$ cat config.mk
export PLATFORM = sky130hd
export DESIGN_NAME = hashed_integer_set_flat
export DESIGN_NICKNAME = d
export VERILOG_FILES = /design/src/rtl/his_pkg.sv /design/src/rtl/his_if.sv /design/src/rtl/hashed_integer_set.sv /design/src/flat_wrapper.sv
export VERILOG_INCLUDE_DIRS = /design/src /design/src/rtl
export SDC_FILE = /design/constraint.sdc
export NUM_CORES = 1
export LEC_CHECK = 0
export ABC_CLOCK_PERIOD_IN_PS = 14150
export BUFFER_PORTS_ARGS = -buffer_cell sky130_fd_sc_hd__buf_4
export CAP_MARGIN = 20
export CORE_ASPECT_RATIO = 1.1
export CORE_MARGIN = 3
export CORE_UTILIZATION = 54
export CTS_BUF_LIST = sky130_fd_sc_hd__clkbuf_4 sky130_fd_sc_hd__clkbuf_8
export DETAILED_ROUTE_END_ITERATION = 6
export GPL_ROUTABILITY_DRIVEN = 0
export GPL_TIMING_DRIVEN = 0
export PLACE_DENSITY = 0.72
export SLEW_MARGIN = 25
export SYNTH_ARGS = -nofsm -noshare
export SYNTH_HDL_FRONTEND = slang
export SYNTH_SLANG_ARGS = --single-unit
$ cat constraint.sdc
create_clock -name clk -period 14.15 [get_ports clk]
set_input_delay 0.7075 -clock clk [delete_from_list [all_inputs] [get_ports clk]]
set_output_delay 0.7075 -clock clk [all_outputs]
set_load 0.005 [all_outputs]
$ cat src/rtl/assert_macros.svh
// Assertion macros shared by the RTL of the hashed integer set.
// Define NO_ASSERTIONS to compile every use down to nothing.
`ifndef ASSERT_MACROS_SVH
`define ASSERT_MACROS_SVH

`ifndef NO_ASSERTIONS

// Check a property at every rising edge, skipped while reset is asserted.
`define HIS_ASSERT(label, clk, rst_n, prop) \
  label: assert property (@(posedge clk) disable iff (!rst_n) prop) \
    else $error("hashed_integer_set: assertion failed");

// Check a property at every rising edge, reset included.
`define HIS_ASSERT_ALWAYS(label, clk, prop) \
  label: assert property (@(posedge clk) prop) \
    else $error("hashed_integer_set: assertion failed");

`else

`define HIS_ASSERT(label, clk, rst_n, prop)

`define HIS_ASSERT_ALWAYS(label, clk, prop)

`endif

`endif

$ cat src/rtl/his_pkg.sv
// Package for the hashed integer set: field widths, action and status codes.
// No dependencies; the interfaces and the top level import it.
`timescale 1ns / 1ps
`default_nettype none

package his_pkg;

  localparam int unsigned KEY_W = 32;
  localparam int unsigned ACT_W = 2;

  typedef logic [ACT_W-1:0] act_t;
  typedef logic [KEY_W-1:0] key_t;

  localparam act_t ACT_CONTAINS = 2'd0;
  localparam act_t ACT_INSERT   = 2'd1;
  localparam act_t ACT_ERASE    = 2'd2;
  localparam act_t ACT_CLEAR    = 2'd3;

  localparam logic ST_DONE = 1'b0;
  localparam logic ST_FULL = 1'b1;

endpackage

`default_nettype wire

$ cat src/rtl/his_if.sv
// Valid/ready channel interfaces for the hashed integer set: request and result words.
// Depends on his_pkg for widths.
`timescale 1ns / 1ps
`default_nettype none

interface his_in_if import his_pkg::*; ();
  logic                    valid;
  logic                    ready;
  act_t                    action;
  logic signed [KEY_W-1:0] key;

  modport source(output valid, output action, output key, input ready);
  modport sink(input valid, input action, input key, output ready);
endinterface

interface his_out_if import his_pkg::*; ();
  logic valid;
  logic ready;
  logic was_member;
  logic status;

  modport source(output valid, output was_member, output status, input ready);
  modport sink(input valid, input was_member, input status, output ready);
endinterface

`default_nettype wire

$ cat src/rtl/hashed_integer_set.sv
// Hashed integer set: signed 32-bit keys in BUCKET_COUNT rows of SLOTS_PER_BUCKET slots.
// Uses his_pkg, his_in_if / his_out_if and assert_macros.svh.
// Path from accept to result: bucket read and update for a power-of-two BUCKET_COUNT, else the modulo
// pipeline (S_MUL, S_QN, S_FIX) first; one word in flight, and a stalled output holds it in S_UPD.
// A clear-all action adds a sweep over all BUCKET_COUNT rows of the valid memory.
// Reset (rst_n low, synchronous) starts the same sweep; no word is taken until it ends.
`timescale 1ns / 1ps
`default_nettype none

`include "assert_macros.svh"

module hashed_integer_set import his_pkg::*; #(
  parameter int unsigned BUCKET_COUNT     = 8,
  parameter int unsigned SLOTS_PER_BUCKET = 4
) (
  input  wire logic  clk,
  input  wire logic  rst_n,
  his_in_if.sink     in_ch,
  his_out_if.source  out_ch
);

  // ---------------------------------------------------------------------------
  // Derived constants
  // ---------------------------------------------------------------------------
  localparam int unsigned NB    = BUCKET_COUNT;
  localparam int unsigned SLOTS = SLOTS_PER_BUCKET;
  localparam int unsigned ROW_W = SLOTS * KEY_W;
  // Row address width; a single bucket still gets one address bit.
  localparam int unsigned BW    = (NB > 1) ? $clog2(NB) : 1;
  // Width that holds 0..NB, and one more bit for values below 2*NB.
  localparam int unsigned NW    = $clog2(NB + 1);
  localparam int unsigned RW    = NW + 1;
  // Folded key: hi16 * (2^16 mod NB) + lo16 stays below 2^27.
  localparam int unsigned XW    = 27;
  localparam int unsigned MW    = 32;
  localparam int unsigned PW    = XW + MW;

  localparam longint unsigned NB_L   = longint'(NB);
  localparam longint unsigned C16_L  = 64'h0001_0000 % NB_L;
  localparam longint unsigned D31_L  = 64'h8000_0000 % NB_L;
  localparam longint unsigned RECP_L = 64'h8000_0000 / NB_L;

  localparam logic [NW-1:0] C16_C  = NW'(C16_L);
  localparam logic [RW-1:0] D31_C  = RW'(D31_L);
  localparam logic [RW-1:0] NB_C   = RW'(NB_L);
  localparam logic [MW-1:0] RECP_C = MW'(RECP_L);
  localparam logic [BW-1:0] BKT_LAST = BW'(NB - 1);
  localparam bit            IS_POW2  = ((NB & (NB - 1)) == 0);

  // Sequencer codes
  localparam logic [2:0] S_CLR  = 3'd0;  // sweep valid memory
  localparam logic [2:0] S_IDLE = 3'd1;  // wait for a request word
  localparam logic [2:0] S_MUL  = 3'd2;  // quotient estimate
  localparam logic [2:0] S_QN   = 3'd3;  // quotient times bucket count
  localparam logic [2:0] S_FIX  = 3'd4;  // remainder correction, floored offset
  localparam logic [2:0] S_RD   = 3'd5;  // read bucket row
  localparam logic [2:0] S_UPD  = 3'd6;  // compare, write back, emit result

  // ---------------------------------------------------------------------------
  // Storage: one row per bucket. Keys are undefined until written; each slot's
  // key is only looked at while its valid bit is set.
  // ---------------------------------------------------------------------------
  logic [ROW_W-1:0] key_mem   [NB];
  logic [SLOTS-1:0] valid_mem [NB];

  logic [2:0]       state_r, state_nxt;
  logic [BW-1:0]    clr_cnt_r, clr_cnt_nxt;
  act_t             act_r;
  key_t             key_r;
  logic [BW-1:0]    bkt_r;
  logic [XW-1:0]    h_x_r;
  logic [XW-1:0]    h_q_r;
  logic [XW-1:0]    h_qn_r;
  logic [ROW_W-1:0] rd_keys_r;
  logic [SLOTS-1:0] rd_valid_r;
  logic             out_valid_r;
  logic             out_was_r;
  logic             out_status_r;

  logic             in_take;
  logic             out_free;
  logic             upd_go;
  key_t             in_key_u;
  logic [XW-1:0]    fold_x;
  logic [BW-1:0]    bkt_pow2;
  logic [PW-1:0]    prod;
  logic [RW-1:0]    rem_raw;
  logic [RW-1:0]    rem_fix;
  logic [RW-1:0]    rem_flr;

  logic [SLOTS-1:0] hit_vec;
  logic [SLOTS-1:0] free_vec;
  logic [SLOTS-1:0] free_oh;
  logic [ROW_W-1:0] new_keys;
  logic             was_hit;
  logic             row_full;
  logic             key_we;
  logic             vld_we;
  logic [BW-1:0]    vld_addr;
  logic [SLOTS-1:0] vld_data;
  logic             res_status;

  // ---------------------------------------------------------------------------
  // Handshakes
  // ---------------------------------------------------------------------------
  assign in_ch.ready       = (state_r == S_IDLE);
  assign in_take           = in_ch.valid && in_ch.ready;
  assign out_free          = !out_valid_r || out_ch.ready;
  assign upd_go            = (state_r == S_UPD) && out_free;

  assign out_ch.valid      = out_valid_r;
  assign out_ch.was_member = out_was_r;
  assign out_ch.status     = out_status_r;

  // ---------------------------------------------------------------------------
  // Bucket hash: floored key mod NB.
  // Offset the key by 2^31 to get an unsigned value u, fold u to 27 bits with
  // 2^16 mod NB, reduce it with a reciprocal multiply and one correction, then
  // take back the offset (2^31 mod NB). A power-of-two count uses the low bits.
  // ---------------------------------------------------------------------------
  assign in_key_u = $unsigned(in_ch.key) ^ {1'b1, {(KEY_W-1){1'b0}}};
  assign fold_x   = XW'(in_key_u[KEY_W-1:16]) * XW'(C16_C) + XW'(in_key_u[15:0]);
  assign bkt_pow2 = BW'($unsigned(in_ch.key)) & BKT_LAST;
  assign prod     = PW'(h_x_r) * PW'(RECP_C);

  always_comb begin
    rem_raw = RW'(h_x_r - h_qn_r);
    // The quotient estimate is at most one low, so one subtract settles it.
    rem_fix = (rem_raw >= NB_C) ? (rem_raw - NB_C) : rem_raw;
    rem_flr = (rem_fix >= D31_C) ? (rem_fix - D31_C) : (rem_fix + NB_C - D31_C);
  end

  // ---------------------------------------------------------------------------
  // Row compare and update
  // ---------------------------------------------------------------------------
  always_comb begin
    for (int s = 0; s < SLOTS; s++) begin
      hit_vec[s] = rd_valid_r[s] && (rd_keys_r[s*KEY_W +: KEY_W] == key_r);
    end
    free_vec = ~rd_valid_r;
    // Lowest free slot, one-hot.
    free_oh  = free_vec & (~free_vec + SLOTS'(1));
    for (int s = 0; s < SLOTS; s++) begin
      new_keys[s*KEY_W +: KEY_W] = free_oh[s] ? key_r : rd_keys_r[s*KEY_W +: KEY_W];
    end
    was_hit  = |hit_vec;
    row_full = ~|free_vec;
  end

  always_comb begin
    key_we     = 1'b0;
    vld_we     = 1'b0;
    vld_addr   = bkt_r;
    vld_data   = rd_valid_r;
    res_status = ST_DONE;
    if (state_r == S_CLR) begin
      vld_we   = 1'b1;
      vld_addr = clr_cnt_r;
      vld_data = '0;
    end else if (upd_go) begin
      case (act_r)
        ACT_INSERT: begin
          if (!was_hit) begin
            if (row_full) begin
              res_status = ST_FULL;
            end else begin
              key_we   = 1'b1;
              vld_we   = 1'b1;
              vld_data = rd_valid_r | free_oh;
            end
          end
        end
        ACT_ERASE: begin
          if (was_hit) begin
            vld_we   = 1'b1;
            vld_data = rd_valid_r & ~hit_vec;
          end
        end
        // Contains only looks; clear-all is done by the sweep that follows.
        ACT_CONTAINS: ;
        ACT_CLEAR:    ;
        default:      ;
      endcase
    end
  end

  // ---------------------------------------------------------------------------
  // Sequencer
  // ---------------------------------------------------------------------------
  always_comb begin
    state_nxt   = state_r;
    clr_cnt_nxt = clr_cnt_r;
    case (state_r)
      S_CLR: begin
        clr_cnt_nxt = clr_cnt_r + BW'(1);
        if (clr_cnt_r == BKT_LAST) begin
          clr_cnt_nxt = '0;
          state_nxt   = S_IDLE;
        end
      end
      S_IDLE: begin
        if (in_take) begin
          state_nxt = IS_POW2 ? S_RD : S_MUL;
        end
      end
      S_MUL: state_nxt = S_QN;
      S_QN:  state_nxt = S_FIX;
      S_FIX: state_nxt = S_RD;
      S_RD:  state_nxt = S_UPD;
      S_UPD: begin
        // Hold here until the result register can take the word.
        if (out_free) begin
          state_nxt   = (act_r == ACT_CLEAR) ? S_CLR : S_IDLE;
          clr_cnt_nxt = '0;
        end
      end
      default: state_nxt = S_CLR;
    endcase
  end

  always_ff @(posedge clk) begin
    if (!rst_n) begin
      state_r     <= S_CLR;
      clr_cnt_r   <= '0;
      out_valid_r <= 1'b0;
    end else begin
      state_r   <= state_nxt;
      clr_cnt_r <= clr_cnt_nxt;
      if (upd_go) begin
        out_valid_r <= 1'b1;
      end else if (out_ch.ready) begin
        out_valid_r <= 1'b0;
      end
    end
  end

  // Payload registers: request, hash pipeline, result.
  always_ff @(posedge clk) begin
    if (in_take) begin
      act_r <= in_ch.action;
      key_r <= $unsigned(in_ch.key);
      h_x_r <= fold_x;
      bkt_r <= bkt_pow2;
    end
    if (state_r == S_MUL) begin
      h_q_r <= XW'(prod >> (MW - 1));
    end
    if (state_r == S_QN) begin
      h_qn_r <= XW'(h_q_r * XW'(NB_C));
    end
    if (state_r == S_FIX) begin
      bkt_r <= BW'(rem_flr);
    end
    if (upd_go) begin
      out_was_r    <= was_hit;
      out_status_r <= res_status;
    end
  end

  // Bucket memories: one write port each, registered read of the addressed row.
  always_ff @(posedge clk) begin
    if (key_we) begin
      key_mem[bkt_r] <= new_keys;
    end
    if (vld_we) begin
      valid_mem[vld_addr] <= vld_data;
    end
    if (state_r == S_RD) begin
      rd_keys_r  <= key_mem[bkt_r];
      rd_valid_r <= valid_mem[bkt_r];
    end
  end

  // ---------------------------------------------------------------------------
  // Assertions
  // ---------------------------------------------------------------------------
  `HIS_ASSERT(a_full_not_member, clk, rst_n, out_valid_r |-> !(out_status_r && out_was_r))
  `HIS_ASSERT(a_bucket_range, clk, rst_n, (state_r == S_RD) |-> (bkt_r <= BKT_LAST))
  `HIS_ASSERT(a_sweep_ends, clk, rst_n,
    (state_r == S_CLR && clr_cnt_r == BKT_LAST) |=> (state_r == S_IDLE))

endmodule

`default_nettype wire
$ cat src/flat_wrapper.sv
// flat-port wrapper written by rule: the top's interface ports become plain ports
module hashed_integer_set_flat import his_pkg::*;
#(
  parameter int unsigned BUCKET_COUNT     = 8,
  parameter int unsigned SLOTS_PER_BUCKET = 4
)
  (clk, rst_n, in_ch_valid, in_ch_action, in_ch_key, in_ch_ready, out_ch_valid, out_ch_was_member, out_ch_status, out_ch_ready);
  his_in_if in_ch_i ();
  his_out_if out_ch_i ();
  input  wire logic clk;
  input  wire logic rst_n;
  input wire logic [$bits(in_ch_i.valid)-1:0] in_ch_valid;
  input wire logic [$bits(in_ch_i.action)-1:0] in_ch_action;
  input wire logic [$bits(in_ch_i.key)-1:0] in_ch_key;
  output wire logic [$bits(in_ch_i.ready)-1:0] in_ch_ready;
  output wire logic [$bits(out_ch_i.valid)-1:0] out_ch_valid;
  output wire logic [$bits(out_ch_i.was_member)-1:0] out_ch_was_member;
  output wire logic [$bits(out_ch_i.status)-1:0] out_ch_status;
  input wire logic [$bits(out_ch_i.ready)-1:0] out_ch_ready;
  assign in_ch_i.valid = in_ch_valid;
  assign in_ch_i.action = in_ch_action;
  assign in_ch_i.key = in_ch_key;
  assign in_ch_ready = in_ch_i.ready;
  assign out_ch_valid = out_ch_i.valid;
  assign out_ch_was_member = out_ch_i.was_member;
  assign out_ch_status = out_ch_i.status;
  assign out_ch_i.ready = out_ch_ready;
  hashed_integer_set #(.BUCKET_COUNT(BUCKET_COUNT), .SLOTS_PER_BUCKET(SLOTS_PER_BUCKET)) u_core (.clk(clk), .rst_n(rst_n), .in_ch(in_ch_i), .out_ch(out_ch_i));
endmodule
## Yosys cells after proc, flatten, opt, wreduce, memory -nomap -nowiden

Memory sizes are Yosys's and may differ from the RTL's. A register that Yosys moved wholly into a read port is not among the register bits.
Cells that the tools add are included.

- Add/subtract/negate cells: 5
- Magnitude comparators: 2
- Equality and inequality tests: 17
- Mux-type cells: 39
- Bitwise operators: 7
- Reduce and logical (&&, ||, !) cells: 17

Operators with widths:

| operator | number |
|---|---|
| 32-bit == test | 4 |
| 32-bit two-way mux | 4 |
| 3-bit two-way mux | 9 |
| 3-bit one-hot mux with 7 select lines | 1 |
| 4-bit two-way mux | 5 |
| 1-bit two-way mux | 16 |
| 3-bit == test, second input constant | 4 |
| 4-bit NOT | 3 |
| 4-bit bitwise AND | 2 |
| 4-bit one-hot mux with 2 select lines | 1 |
| 4-bit OR reduction | 2 |
| 3-bit by 1-bit adder with 3-bit output, second input constant | 2 |
| 3-bit by 2-bit == test with 1-bit output, second input constant | 2 |
| 1-bit logical AND | 6 |
| 3-bit one-hot mux with 2 select lines | 1 |
| 2-bit nonzero test | 3 |
| 6-bit OR reduction | 1 |
| 5-bit by 1-bit greater-or-equal comparator with 1-bit output, second input constant | 1 |
| 5-bit by 4-bit greater-or-equal comparator with 1-bit output, second input constant | 1 |
| 5-bit two-way mux | 1 |
| 5-bit by 4-bit subtractor with 5-bit output, second input constant | 1 |
| 5-bit subtractor | 1 |
| 4-bit by 1-bit adder with 4-bit output, second input constant | 1 |
| 2-bit == test, second input constant | 2 |
| other kinds (12) | 13 |

- Register bits: 55
- RAM bits: 1056
- Input port bits: 38
- Output and inout bits: 4
- Logic and storage cells: 100
- Memories kept: 2

Memory list:

| name | words | bits a word | read ports | clocked after memory_dff | write ports | line | source |
|---|---|---|---|---|---|---|---|
| u_core.key_mem | 8 | 128 | 1 | 1 | 1 | hashed_integer_set.sv:63 | `logic [ROW_W-1:0] key_mem [NB];` |
| u_core.valid_mem | 8 | 4 | 1 | 1 | 1 | hashed_integer_set.sv:64 | `logic [SLOTS-1:0] valid_mem [NB];` |

## Depth between registers and ports, before layout

- Depth after elaboration: 10
- Mapped depth: 8

## Least setup slack after synthesis

OpenSTA, ideal clock, no wires.

- Path kind: reg-to-reg
- Start point: register u_core.key_r[29]
- End point: memory u_core.key_mem[0][0] (netlist bit), enable pin
- Library setup time: 934 ps
- Arrival: 13564 ps
- Data required time: 13216 ps
- Slack: -347 ps
- Stages on the path, launching flop included: 9
- Buffers on the path: 1
- Clock period less this slack: 14497 ps
- Path through: edfxtp_1 -> buf_2 -> xnor2_1 -> nand4_1 -> nor4_2 -> nand3_1 -> and4_4 -> nand4_1 -> nor4_1

- Word-level cells in the longest chain between the ends: 9
- Elaborated cells on any way between the ends: 15
- Those cells by class: eq/ne (4); mux (6); reduce/logical (5)

RTL lines:

| what | line | source |
|---|---|---|
| start: declaration | hashed_integer_set.sv:69 | `key_t key_r;` |
| start signal: assignment | hashed_integer_set.sv:241 | `key_r <= $unsigned(in_ch.key);` |
| 32-bit == test | hashed_integer_set.sv:138 | `hit_vec[s] = rd_valid_r[s] && (rd_keys_r[s*KEY_W +: KEY_W] == key_r);` |
| 1-bit logical AND | hashed_integer_set.sv:138 |  |
| 4-bit OR reduction (*) | hashed_integer_set.sv:146 | `was_hit = \|hit_vec;` |
| 1-bit two-way mux (*) | hashed_integer_set.sv:163 | `if (!was_hit) begin` |
| 1-bit two-way mux (*) | hashed_integer_set.sv:161 | `case (act_r)` |
| 1-bit two-way mux (*) | hashed_integer_set.sv:160 | `end else if (upd_go) begin` |
| 1-bit two-way mux (*) | hashed_integer_set.sv:156 | `if (state_r == S_CLR) begin` |
| 1-bit two-way mux (*) | hashed_integer_set.sv:262 | `if (key_we) begin` |
| 1-bit two-way mux (implied by the code) (*) | hashed_integer_set.sv:263 | `key_mem[bkt_r] <= new_keys;` |
| end: declaration | hashed_integer_set.sv:63 |  |

Every way passes the cells marked *; elsewhere a longest branch is shown, timed or not.

## Worst setup path after layout

- Start point: register u_core.key_r[29]
- End point: memory u_core.key_mem[2][55] (netlist bit), enable pin

Same word-level chain as after synthesis.

==> flow_metrics.env <==
export IMPL_drtPass1Iterations=6
export IMPL_async_flop_share_pct=0
export IMPL_die_area_sq_um=89600
export IMPL_via_count=28000
export IMPL_vias_per_cell=6.73
export IMPL_grt_usage_pct=31.2
export IMPL_wl_per_cell_microns=33.9
export IMPL_synth_edf_count=1227
export IMPL_maxSlewViolCount=0
export IMPL_worstPathMaxFanout=8
export IMPL_grt_ovfl_total=0
export IMPL_power_switching_mw=1.38
export IMPL_synth_compound_area_share_pct=9.03
export IMPL_path_cells="buf_2 > xnor2_1 > nand4_1 > nor4_2 > nand3_1 > and4_4 > nand4_1 > nor3b_2 > buf_4 > buf_4 > buf_6 > buf_4 > buf_4 > buf_4"
export IMPL_critical_path_slowest_cell="nor4_2"
export IMPL_hold_start="in_ch_action[0]"
export IMPL_pwr_share_clk_pct=40.2
export IMPL_nNetsFinal=2919
export IMPL_seqPwrFrac_pct=58.7
export IMPL_peakVddDrop_v=0.0000766
export IMPL_cts_tree="yes"
export IMPL_fin_crit_sh_pct=35.7
export IMPL_muxShareOfSynthArea_pct=3.18
export IMPL_grt_busiest_layer="met2"
export IMPL_drcViolationCount=0
export IMPL_startpoint_type="flip-flop"
export IMPL_clock_sinks=1234
export IMPL_final_common_cell="edfxtp_1"
export IMPL_htreeDepth=4
export IMPL_syn_to_final_growth_pct=15.4
export IMPL_drive_above_1_share_pct=22.1
export IMPL_die_h_microns=314
export IMPL_worst_pin_slew_ps=1180
export IMPL_cp_data_arrival_time_ps=5640
export IMPL_pin_count=42
export IMPL_synth_seq_area_share_pct=79.6
export IMPL_grtUsageMet2_pct=46.5
export IMPL_r2r_start="u_core.key_r[29]"
export IMPL_cts_buffer_depth=3
export IMPL_wl_microns=141000
export IMPL_grt_pass1_wl_microns=196000
export IMPL_dpl_hpwl_microns=89900
export IMPL_slowest_delay_ps=810
export IMPL_dp_slack_ps=9330
export IMPL_cts_root_buf="clkbuf_8"
export IMPL_numPortBuffers=41
export IMPL_status="finished, final reports clean"
export IMPL_grt_pass1_vias=27300
export IMPL_nFillCells=5744
export IMPL_grt_util_met1_pct=40.6
export IMPL_rows=112
export IMPL_netlist_area_sq_um=46400
export IMPL_clkLatencyLatePin_ps=860
export IMPL_comb_power_share_pct=1.1
export IMPL_grtUsageMet3_pct=8.85
export IMPL_min_path_type="in -> reg"
export IMPL_cts_buffers_inserted=174
export IMPL_power_mw=6.76
export IMPL_synthCells=2501
export IMPL_start_util_pct=54.6
export IMPL_internal_power_mw=5.39
export IMPL_fin_skew_ps=48.5
export IMPL_power_density_nw_per_um2=126
export IMPL_core_sq_um=85100
export IMPL_final_setup_worst_slack_ps=9100
export IMPL_yosys_area_share_simple_pct=3.44
export IMPL_p_leak_nw=16.8
export IMPL_path_common_cell="buf_4"
export IMPL_antenna_found_initial=3
export IMPL_synth_top_family_by_area="compound AO/OA/AOI/OAI gates"
export IMPL_critPathKind="reg -> reg"
export IMPL_synth_adder_area_share_pct=0.135
export IMPL_die_w_microns=286
export IMPL_ys_flop_type="edfxtp_1"
export IMPL_avgSynthCellArea_sq_um=18.6
export IMPL_cts_resized=0
export IMPL_critPathCaptureType="flip-flop"
export IMPL_cts_reportedPaths_clkPinSlew_ps=70
export IMPL_synth_nets=2544
export IMPL_setup_violations_final=0
export IMPL_fmax_mhz=198
export IMPL_hold_viol_final=0
export IMPL_ys_seq_elements=1234
export IMPL_yosysWarnings=0
export IMPL_layout_common_cells="edfxtp_1, a22oi_1, clkbuf_8"
export IMPL_relSlewSlack_pct=21.2
export IMPL_ys_types=50
export IMPL_maxCapViolCount=0
export IMPL_grt_max_degree=32
export IMPL_rsz0062_at_grt="false"
export IMPL_finalCriticalPeriod_ps=5050
export IMPL_critPathLaunch="u_core.key_r[29]"
export IMPL_antenna_left=0
export IMPL_synth_xor_area_share_pct=2.57
export IMPL_cp_required_ps=14730
export IMPL_drt_iter0_markers=5023
export IMPL_switching_share_pct=20.4
synthesized netlist by cell type, types with 7 or more instances:
cell type     n  area, sq um
nor2_1       24         90.1
buf_6        28          315
a22oi_1     528         3960
edfxtp_1   1227        36800
nand2_1      15         56.3
xnor2_1     120         1050
nor2b_1       7         43.8
mux2_2      116         1310
buf_1        26         97.6
nand4_1     167         1040
mux2_1       15          169
nor3_1        7         35.0
clkbuf_1     99          372
dfxtp_1       7          140
buf_2        21          105
nand3_1      10         50.1
xnor2_2       7          114
power by group through the flow:
stage	sequential [mW]	clock (mW)	combinational (mW)
finish	3.97	2.72	0.0739
CTS	3.97	2.71	0.0715
floorplan	4.05	0	0.0341
global placement	4.05	0	0.0655
global route	3.97	2.87	0.0762
detailed placement	4.05	0	0.0677
through the flow:
step	std cells	setup TNS (ps)	utilization, %	hold slack [ps]	instance area [sq um]
finish	4154	0	63.0	41.6	53600
global placement	3682	-4671820	56.6	518	48200
global route	4152	0	63.0	17.1	53600
CTS	4151	0	63.0	0.0519	53600
detailed placement	3825	0	58.9	534	50100
floorplan	2501	0	-	495	46400
routing by layer:
layer | up-vias | routed length, microns
li1 | 11100 | -
met1 | 13900 | 48600
met2 | 2441 | 62900
met3 | 498 | 19400
met4 | 0 | 9820
met5 | - | 0
timing repair:
item                      in CTS  in global routing
hold endpoints to repair      15                  0
setup buffers                  0                  0
hold buffers                  15                  0
flip-flops by register name (all words and copies together) (netlist names):
signal	count
u_core.act_r	2
u_core.key_r	32
u_core.bkt_r	3
u_core.out_ch.was_member	1
u_core.out_ch.valid	1
u_core.key_mem	1024
u_core.state_r	3
u_core.rd_keys_r	128
u_core.out_ch.status	1
u_core.clr_cnt_r	3
u_core.rd_valid_r	4
u_core.valid_mem	32
area by class of cell:
class,instances,area [sq um],area share [%]
Clock buffer,228,2810,5.25
Clock inverter,83,520,0.972
Timing Repair Buffer,199,2270,4.23
Inverter,5,18.8,0.0350
Sequential cell,1234,37000,69.0
Tap cell,1140,1430,2.66
Buffer,177,936,1.75
Antenna cell,3,7.51,0.0140
Multi-Input combinational cell,1085,8590,16.0
worst max-delay path, delay by kind of cell (launching register included):
| family | cells | cell delay [ps] |
|---|---|---|
| XOR/XNOR | 1 | 480 |
| buffers and inverters | 7 | 1480 |
| AND/OR/NAND/NOR | 6 | 2420 |
| flip-flops | 1 | 390 |
worst paths after layout:
| path | end | slack (ps) | depth (start not counted) |
|---|---|---|---|
| worst max-delay path | u_core.key_mem[2][55] | 9100 | 14 |
| worst min-delay path | u_core.act_r[0] | 40 | 1 |
| worst min register to register | u_core.rd_keys_r[67] | 540 | 2 |
| worst max register to register | u_core.key_mem[2][55] | 9100 | 14 |
kinds of logic after synthesis:
family                   count (synthesis)
AND/OR/NAND/NOR                        262
AO/OA/AOI/OAI                          559
flip-flops                            1234
XOR/XNOR                               128
buffers and inverters                  182
adder cells (fa/ha/maj)                  5
multiplexers                           131
No activity file was read; power rests on OpenSTA's default activity.
